$ cat src/rtl/irdla_pkg.sv
// shared types, constants and helpers for the infrared distance linearizer
// no dependencies
`default_nettype none

package irdla_pkg;

  localparam int unsigned AVG_DEPTH = 8;
  localparam int unsigned AVG_SHIFT = $clog2(AVG_DEPTH);
  localparam int unsigned PTR_W     = (AVG_DEPTH > 1) ? $clog2(AVG_DEPTH) : 1;
  localparam int unsigned DIST_W    = 24;
  localparam int unsigned SUM_W     = DIST_W + AVG_SHIFT;

  localparam int unsigned NUM_W = 32;
  localparam int unsigned DEN_W = 21;
  localparam int unsigned DVS_W = DEN_W - 1;
  localparam int unsigned QUO_W = NUM_W + 1;
  localparam int unsigned CNT_W = $clog2(NUM_W);

  localparam logic [NUM_W-1:0] NEAR_NUM = 32'd3094609920;
  localparam logic [NUM_W-1:0] FAR_NUM  = 32'd3233284096;
  localparam logic signed [DEN_W-1:0] NEAR_OFF = 21'sd38925;
  localparam logic signed [DEN_W-1:0] FAR_OFF  = 21'sd27405;
  localparam logic signed [QUO_W:0] NEAR_SUB = 34'sd512;
  localparam logic signed [QUO_W:0] FAR_SUB  = 34'sd640;

  localparam logic [7:0] SWITCH_RST = 8'd90;
  localparam logic [7:0] MAXV_RST   = 8'd160;

  localparam logic REG_SWITCH = 1'b0;
  localparam logic REG_MAXV   = 1'b1;

  localparam logic signed [QUO_W:0] SAT_MAX = 34'sd8388607;
  localparam logic signed [QUO_W:0] SAT_MIN = -34'sd8388608;

  typedef struct packed {
    logic                    start;
    logic [NUM_W-1:0]        num;
    logic signed [DEN_W-1:0] den;
  } div_req_t;

  typedef struct packed {
    logic                    done;
    logic signed [QUO_W-1:0] quo;
  } div_rsp_t;

  function automatic logic signed [DIST_W-1:0] sat24(input logic signed [QUO_W:0] v);
    logic signed [DIST_W-1:0] r;
    if (v > SAT_MAX) begin
      r = SAT_MAX[DIST_W-1:0];
    end else if (v < SAT_MIN) begin
      r = SAT_MIN[DIST_W-1:0];
    end else begin
      r = v[DIST_W-1:0];
    end
    return r;
  endfunction

endpackage

`default_nettype wire

$ cat src/rtl/ir_distance_linearize_average.sv
// infrared range linearizer with moving average: each transaction runs the near
// law and, when its distance lies above the switch point, the far law as well, both
// on the shared one-bit-per-cycle divider; a new transaction is taken only when idle.
// a waiting result lets the next transaction in but holds its end until taken.
// reset clears history, sum and registers at once, no clearing pass.
// depends on irdla_pkg and irdla_div
`default_nettype none

module ir_distance_linearize_average (
  input  wire logic        clk_i,
  input  wire logic        rst_ni,
  input  wire logic        in_valid_i,
  output      logic        in_ready_o,
  input  wire logic [9:0]  adc_reading_i,
  output      logic        out_valid_o,
  input  wire logic        out_ready_i,
  output      logic [15:0] distance_q8_o,
  output      logic        valid_res_o,
  input  wire logic        psel,
  input  wire logic        penable,
  input  wire logic        pwrite,
  input  wire logic [2:0]  paddr,
  input  wire logic [31:0] pwdata,
  output      logic [31:0] prdata,
  output      logic        pready
);
  import irdla_pkg::*;

  typedef enum logic [2:0] {
    S_IDLE,
    S_NEAR,
    S_FAR,
    S_UPD,
    S_OUT
  } state_e;

  state_e                   state_q;
  logic                     start_q;
  logic                     far_q;
  logic [9:0]               x_q;
  logic signed [DIST_W-1:0] d_q;
  logic [7:0]               switch_q;
  logic [7:0]               maxv_q;
  logic signed [DIST_W-1:0] hist_q [AVG_DEPTH];
  logic signed [SUM_W-1:0]  sum_q;
  logic [PTR_W-1:0]         pos_q;
  logic                     out_valid_q;
  logic [15:0]              dist_q;
  logic                     res_ok_q;

  div_req_t                 div_req;
  div_rsp_t                 div_rsp;
  logic signed [DEN_W-1:0]  x_scaled;
  logic signed [DIST_W-1:0] d_law;
  logic signed [DIST_W:0]   switch_q8;
  logic signed [SUM_W-1:0]  biased;
  logic signed [SUM_W-1:0]  avg;
  logic signed [SUM_W-1:0]  maxv_q8;
  logic                     ok;
  logic                     cfg_wr;

  irdla_div u_div (
    .clk_i  (clk_i),
    .rst_ni (rst_ni),
    .req_i  (div_req),
    .rsp_o  (div_rsp)
  );

  assign x_scaled      = $signed({1'b0, x_q, 10'b0});
  assign div_req.start = start_q;
  assign div_req.num   = far_q ? FAR_NUM : NEAR_NUM;
  assign div_req.den   = x_scaled - (far_q ? FAR_OFF : NEAR_OFF);

  assign d_law     = sat24({div_rsp.quo[QUO_W-1], div_rsp.quo} - (far_q ? FAR_SUB : NEAR_SUB));
  assign switch_q8 = $signed({1'b0, switch_q, 8'b0});

  assign biased  = sum_q + (sum_q[SUM_W-1] ? SUM_W'(AVG_DEPTH - 1) : '0);
  assign avg     = biased >>> AVG_SHIFT;
  assign maxv_q8 = $signed({{(SUM_W-16){1'b0}}, maxv_q, 8'b0});
  assign ok      = (avg > 0) && (avg <= maxv_q8);

  assign in_ready_o    = (state_q == S_IDLE);
  assign out_valid_o   = out_valid_q;
  assign distance_q8_o = dist_q;
  assign valid_res_o   = res_ok_q;

  assign cfg_wr = psel && penable && pwrite;
  assign pready = 1'b1;
  assign prdata = {24'b0, (paddr[2] == REG_MAXV) ? maxv_q : switch_q};

  always_ff @(posedge clk_i or negedge rst_ni) begin
    if (!rst_ni) begin
      switch_q <= SWITCH_RST;
      maxv_q   <= MAXV_RST;
    end else if (cfg_wr) begin
      unique case (paddr[2])
        REG_SWITCH: switch_q <= pwdata[7:0];
        REG_MAXV:   maxv_q   <= pwdata[7:0];
        default:    ;
      endcase
    end
  end

  always_ff @(posedge clk_i or negedge rst_ni) begin
    if (!rst_ni) begin
      state_q     <= S_IDLE;
      start_q     <= 1'b0;
      far_q       <= 1'b0;
      sum_q       <= '0;
      pos_q       <= '0;
      out_valid_q <= 1'b0;
      res_ok_q    <= 1'b0;
      for (int i = 0; i < AVG_DEPTH; i++) begin
        hist_q[i] <= '0;
      end
    end else begin
      start_q <= 1'b0;
      if (out_valid_q && out_ready_i && state_q != S_OUT) begin
        out_valid_q <= 1'b0;
      end
      unique case (state_q)
        S_IDLE: begin
          if (in_valid_i) begin
            far_q   <= 1'b0;
            start_q <= 1'b1;
            state_q <= S_NEAR;
          end
        end
        S_NEAR: begin
          if (div_rsp.done) begin
            if ($signed({d_law[DIST_W-1], d_law}) > switch_q8) begin
              far_q   <= 1'b1;
              start_q <= 1'b1;
              state_q <= S_FAR;
            end else begin
              state_q <= S_UPD;
            end
          end
        end
        S_FAR: begin
          if (div_rsp.done) begin
            state_q <= S_UPD;
          end
        end
        S_UPD: begin
          sum_q         <= sum_q - SUM_W'(hist_q[pos_q]) + SUM_W'(d_q);
          hist_q[pos_q] <= d_q;
          pos_q         <= (pos_q == PTR_W'(AVG_DEPTH - 1)) ? '0 : pos_q + 1'b1;
          state_q       <= S_OUT;
        end
        S_OUT: begin
          if (!out_valid_q || out_ready_i) begin
            out_valid_q <= 1'b1;
            res_ok_q    <= ok;
            state_q     <= S_IDLE;
          end
        end
        default: state_q <= S_IDLE;
      endcase
    end
  end

  always_ff @(posedge clk_i) begin
    if (in_valid_i && in_ready_o) begin
      x_q <= adc_reading_i;
    end
    if ((state_q == S_NEAR || state_q == S_FAR) && div_rsp.done) begin
      d_q <= d_law;
    end
    if (state_q == S_OUT && (!out_valid_q || out_ready_i)) begin
      dist_q <= ok ? avg[15:0] : 16'd0;
    end
  end

endmodule

`default_nettype wire

$ cat src/rtl/irdla_div.sv
// iterative unsigned-by-signed divider, one quotient bit per cycle, truncating
// depends on irdla_pkg
`default_nettype none

module irdla_div (
  input  wire logic                clk_i,
  input  wire logic                rst_ni,
  input  wire irdla_pkg::div_req_t req_i,
  output      irdla_pkg::div_rsp_t rsp_o
);
  import irdla_pkg::*;

  logic             busy_q;
  logic             done_q;
  logic [CNT_W-1:0] cnt_q;
  logic [DVS_W-1:0] rem_q;
  logic [NUM_W-1:0] quo_q;
  logic [DVS_W-1:0] dvs_q;
  logic             neg_q;
  logic             zero_q;

  logic [DVS_W:0]   trial;
  logic [DVS_W:0]   diff;
  logic             fits;
  logic [DEN_W-1:0] den_abs;

  assign trial   = {rem_q, quo_q[NUM_W-1]};
  assign diff    = trial - {1'b0, dvs_q};
  assign fits    = (trial >= {1'b0, dvs_q});
  assign den_abs = req_i.den[DEN_W-1] ? (~req_i.den + 1'b1) : req_i.den;

  always_ff @(posedge clk_i or negedge rst_ni) begin
    if (!rst_ni) begin
      busy_q <= 1'b0;
      done_q <= 1'b0;
      cnt_q  <= '0;
    end else begin
      done_q <= 1'b0;
      if (req_i.start) begin
        busy_q <= 1'b1;
        cnt_q  <= '0;
      end else if (busy_q) begin
        cnt_q <= cnt_q + 1'b1;
        if (cnt_q == CNT_W'(NUM_W - 1)) begin
          busy_q <= 1'b0;
          done_q <= 1'b1;
        end
      end
    end
  end

  always_ff @(posedge clk_i) begin
    if (req_i.start) begin
      rem_q  <= '0;
      quo_q  <= req_i.num;
      dvs_q  <= den_abs[DVS_W-1:0];
      neg_q  <= req_i.den[DEN_W-1];
      zero_q <= (req_i.den == '0);
    end else if (busy_q) begin
      rem_q <= fits ? diff[DVS_W-1:0] : trial[DVS_W-1:0];
      quo_q <= {quo_q[NUM_W-2:0], fits};
    end
  end

  always_comb begin
    rsp_o.done = done_q;
    if (zero_q) begin
      rsp_o.quo = '0;
    end else if (neg_q) begin
      rsp_o.quo = -$signed({1'b0, quo_q});
    end else begin
      rsp_o.quo = $signed({1'b0, quo_q});
    end
  end

endmodule

`default_nettype wire

$ cat config.mk
export PLATFORM = sky130hd
export DESIGN_NAME = ir_distance_linearize_average
export DESIGN_NICKNAME = d
export VERILOG_FILES = /design/src/rtl/irdla_pkg.sv /design/src/rtl/ir_distance_linearize_average.sv /design/src/rtl/irdla_div.sv
export SDC_FILE = /design/constraint.sdc
export NUM_CORES = 1
export LEC_CHECK = 0
export CORE_MARGIN = 2
export CORE_UTILIZATION = 58
export DETAILED_ROUTE_END_ITERATION = 10
export DONT_BUFFER_PORTS = 1
export GPL_TIMING_DRIVEN = 0
export PLACE_DENSITY = 0.87
export RECOVER_POWER = 50
export REMOVE_ABC_BUFFERS = 1
export SLEW_MARGIN = 40
export SYNTH_ARGS = -nofsm -noshare
export SYNTH_HDL_FRONTEND = slang
export SYNTH_SLANG_ARGS = --single-unit
$ cat constraint.sdc
create_clock -name clk_i -period 5.5 [get_ports clk_i]
set_input_delay 1.1 -clock clk_i [delete_from_list [all_inputs] [get_ports clk_i]]
set_output_delay 1.1 -clock clk_i [all_outputs]
set_load 0.02 [all_outputs]
==> results.toml <==
[run_status]
status = "complete, but fails checks"
violations = "capacitance limit, slew limit, setup timing"

[placement]
io_buffers = 0
dp_hpwl_um = 36500
gp_congestion = 0.900

[synthesis]
ys_ff_latch = 368
yosys.area.top_type_share = 0.296
synthMuxAreaShare = 0.0722
synth-xor-area-share = 0.0455
yosys.cell_types.count = 76
synthCells = 2071
synth_edf_count = 96
synthTopCellsByArea = "dfrtp_1 30%, edfxtp_1 14%, mux2_2 6.5%, ha_1 4.7%, o21ai_0 4.2%"
async_flop_share = 0.685
ys_warn_count = 0
syn_avg_cell_area_um2 = 10.0
yosys.area_share.adder = 0.0730
syn_area_um2 = 20800
synth_flop_cell = "dfrtp_1"
yosys.area_share.simple = 0.132
yosys.area.top_type = "dfrtp_1"
synth_top_family_by_area = "compound AO/OA/AOI/OAI gates"
ys_seq_area_frac = 0.462
synth_compound_area_frac = 0.156

[drt]
routed-via-count = 17200
via_per_inst = 6.60
drt_iter0_markers = 1947
dr.pass1.iters = 7
routedWlPerCell_um = 22.5
postRouteAntennaNets = 0
drc_errors = 0
wl_um = 58800

[clock_network]
cts-root-buf = "clkbuf_16"
numCtsBuffers = 38
clk_pin_slew_ns = 0.07
cts.sink_count = 368
clock_latency_ns = 0.55
cts_hold_buf = 0
cts_tree = "done"
h-tree-depth = 2
clockBufferDepth = 3

[timing]
max_freq_mhz = 174
fin_ws_ns = -0.240
relSlewSlack = -0.990
hold_viol_final = 0
worst_pin_slew_ns = 2.99
fin_crit_ns = 5.74
finalCritPeriodShare = 1.04
hold_ws_ns = 0.256
finalMaxSlewViolations = 107
finalSetupViolCount = 3
rsz0062_at_grt = "yes"
clock_skew_ns = 0.0147

[critical_path]
crit_path_max_fanout = 7
worstSetupPathType = "reg -> reg"
required_ns = 5.97
startpoint_type = "flip-flop"
critPathCaptureType = "flip-flop"
worstPathArrival_ns = 6.21

[global_route]
antenna_found_initial = 1
track_usage = 0.299
grt_first_pass_wirelength_um = 90300
grt_max_degree = 253
overflow = 0
grt_pass1_vias = 17300

[job]
max_cap_viol_count = 2

[floorplanning]
dieArea_um2 = 37400
die_x_um = 193
core_area_um2 = 35400
rows = 69
initial_core_util = 0.587
io_pins = 104
die_h_um = 193

[pwr]
p_int_mw = 7.56
p_per_area_nw_per_um2 = 559
peakVddDrop_v = 0.000466
clock_power_share = 0.199
p_leak_nw = 10.3
power_frac_comb = 0.488
switching_share = 0.424
pwr-share-seq = 0.313
p_sw_mw = 5.56

[final_layout]
nets = 2279
area_delta_synth_final_pct = 12.9
diodes = 0
final_util = 0.663
layout-drive-gt1-share = 0.181
nFillCells = 2364
final_cell_mix = "246 x dfrtp_1, 199 x nand2_1, 172 x o21ai_0, 162 x inv_1, 119 x mux2_2"
mostFrequentLayoutCell = "dfrtp_1"

[min_path]
hp-class = "in -> async"
==> sequential cells by signal, indices dropped and copies added (netlist names), 3 cells and up <==
name,flops
u_div.cnt_q,5
u_div.rem_q,20
switch_q,8
x_q,10
pos_q,3
distance_q8_o,16
u_div.quo_q,32
state_q,3
u_div.dvs_q,14
maxv_q,8
d_q,24
hist_q,192
sum_q,27
==> worst max-delay path, stage by stage, from the launching register on <==
cell,delay [ns]
edfxtp_1,0.47
buf_4,0.18
or4_4,0.58
nor2_4,0.26
a311o_1,0.25
and4_4,0.26
nand3_1,0.18
or4_4,0.64
or3_4,0.39
nand2_4,0.09
a31oi_4,0.17
buf_4,0.22
o21ai_4,0.19
ha_1,0.28
a21o_1,0.17
a21o_1,0.19
a221o_1,0.30
o31a_1,0.13
a211oi_2,0.18
nand4_1,0.17
nor4_1,0.18
o21bai_1,0.14
==> metrics by stage <==
stage	area (um2)	worst slack (ns)	setup TNS [ns]	cells	total power [mW]
finish	23500	-0.240	-0.580	2611	13.1
global route	23500	-0.380	-1.07	2611	13.9
CTS	23200	0.00533	0	2585	12.7
detailed placement	21400	-1.77	-5.05	2470	9.72
global placement	20900	-2.24	-211.61	2430	9.32
floorplan	20300	-0.664	-1.76	1969	8.22
==> power by group through the flow <==
| stage | logic (mW) | registers, mW | clock network (mW) |
|---|---|---|---|
| floorplan | 4.25 | 3.97 | 0 |
| global placement | 5.18 | 4.13 | 0 |
| detailed placement | 5.59 | 4.14 | 0 |
| CTS | 5.99 | 4.07 | 2.60 |
| global route | 6.99 | 4.16 | 2.71 |
| finish | 6.40 | 4.11 | 2.61 |
==> cell usage after synthesis (all sizes together) (16+ instances only) <==
cell type,n
a211oi,17
a21o,24
a21oi,58
a22oi,100
buf,34
clkbuf,91
dfrtp,246
dfxtp,20
edfxtp,96
fa,27
ha,78
inv,166
mux2,120
nand2,205
nand3,29
nand4,47
nor2,106
nor2b,27
nor3,29
nor4,21
o21a,16
o21ai,201
o31ai,20
xnor2,69
xor2,39
==> final cells by class <==
type / count / area (um2) / area share
multi-input cells: 1437 / 10500 / 0.449
flip-flops and latches: 368 / 9600 / 0.409
clock buffers: 54 / 1090 / 0.0465
repair buffers: 111 / 893 / 0.0381
inverters: 166 / 627 / 0.0267
well taps: 461 / 577 / 0.0246
clock inverters: 14 / 148 / 0.00629
==> routing by layer <==
metal	vias to the layer above	global-route usage	wire length, um
met2	1108	0.501	28300
met4	0	0.159	3450
met3	359	0.0584	5770
met1	8344	0.367	21300
met5	-	0	0
li1	7424	-	-
==> worst paths after layout <==
check / start / cells past startpoint / slack [ns] / to
setup / recovery: u_div.quo_q[4] / 21 / -0.24 / state_q[0]
hold reg to reg: hist_q[165] / 2 / 0.48 / hist_q[165]
max in group asynchronous: rst_ni / 0 / 4.64 / hist_q[164]
setup reg to reg: u_div.quo_q[4] / 21 / -0.24 / state_q[0]
hold / removal: rst_ni / 0 / 0.26 / hist_q[145]
min in group clk_i: hist_q[165] / 2 / 0.48 / hist_q[165]
==> logic make-up after synthesis <==
kind of cell    Yosys count
xor+xnor                108
simple gates            555
fa+ha+maj               105
compound gates          507
flops                   368
mux                     135
other cells               2
buf+inv                 291
==> timing repair <==
| item | 4_1_cts | 5_1_grt |
|---|---|---|
| cloned | 2 | 0 |
| endpoints found under the setup margin | 7 | 16 |
| pin swaps | 21 | 15 |
| resized for setup | 45 | 22 |
| setup buffers | 45 | 26 |
No activity file was read; power rests on OpenSTA's default activity.
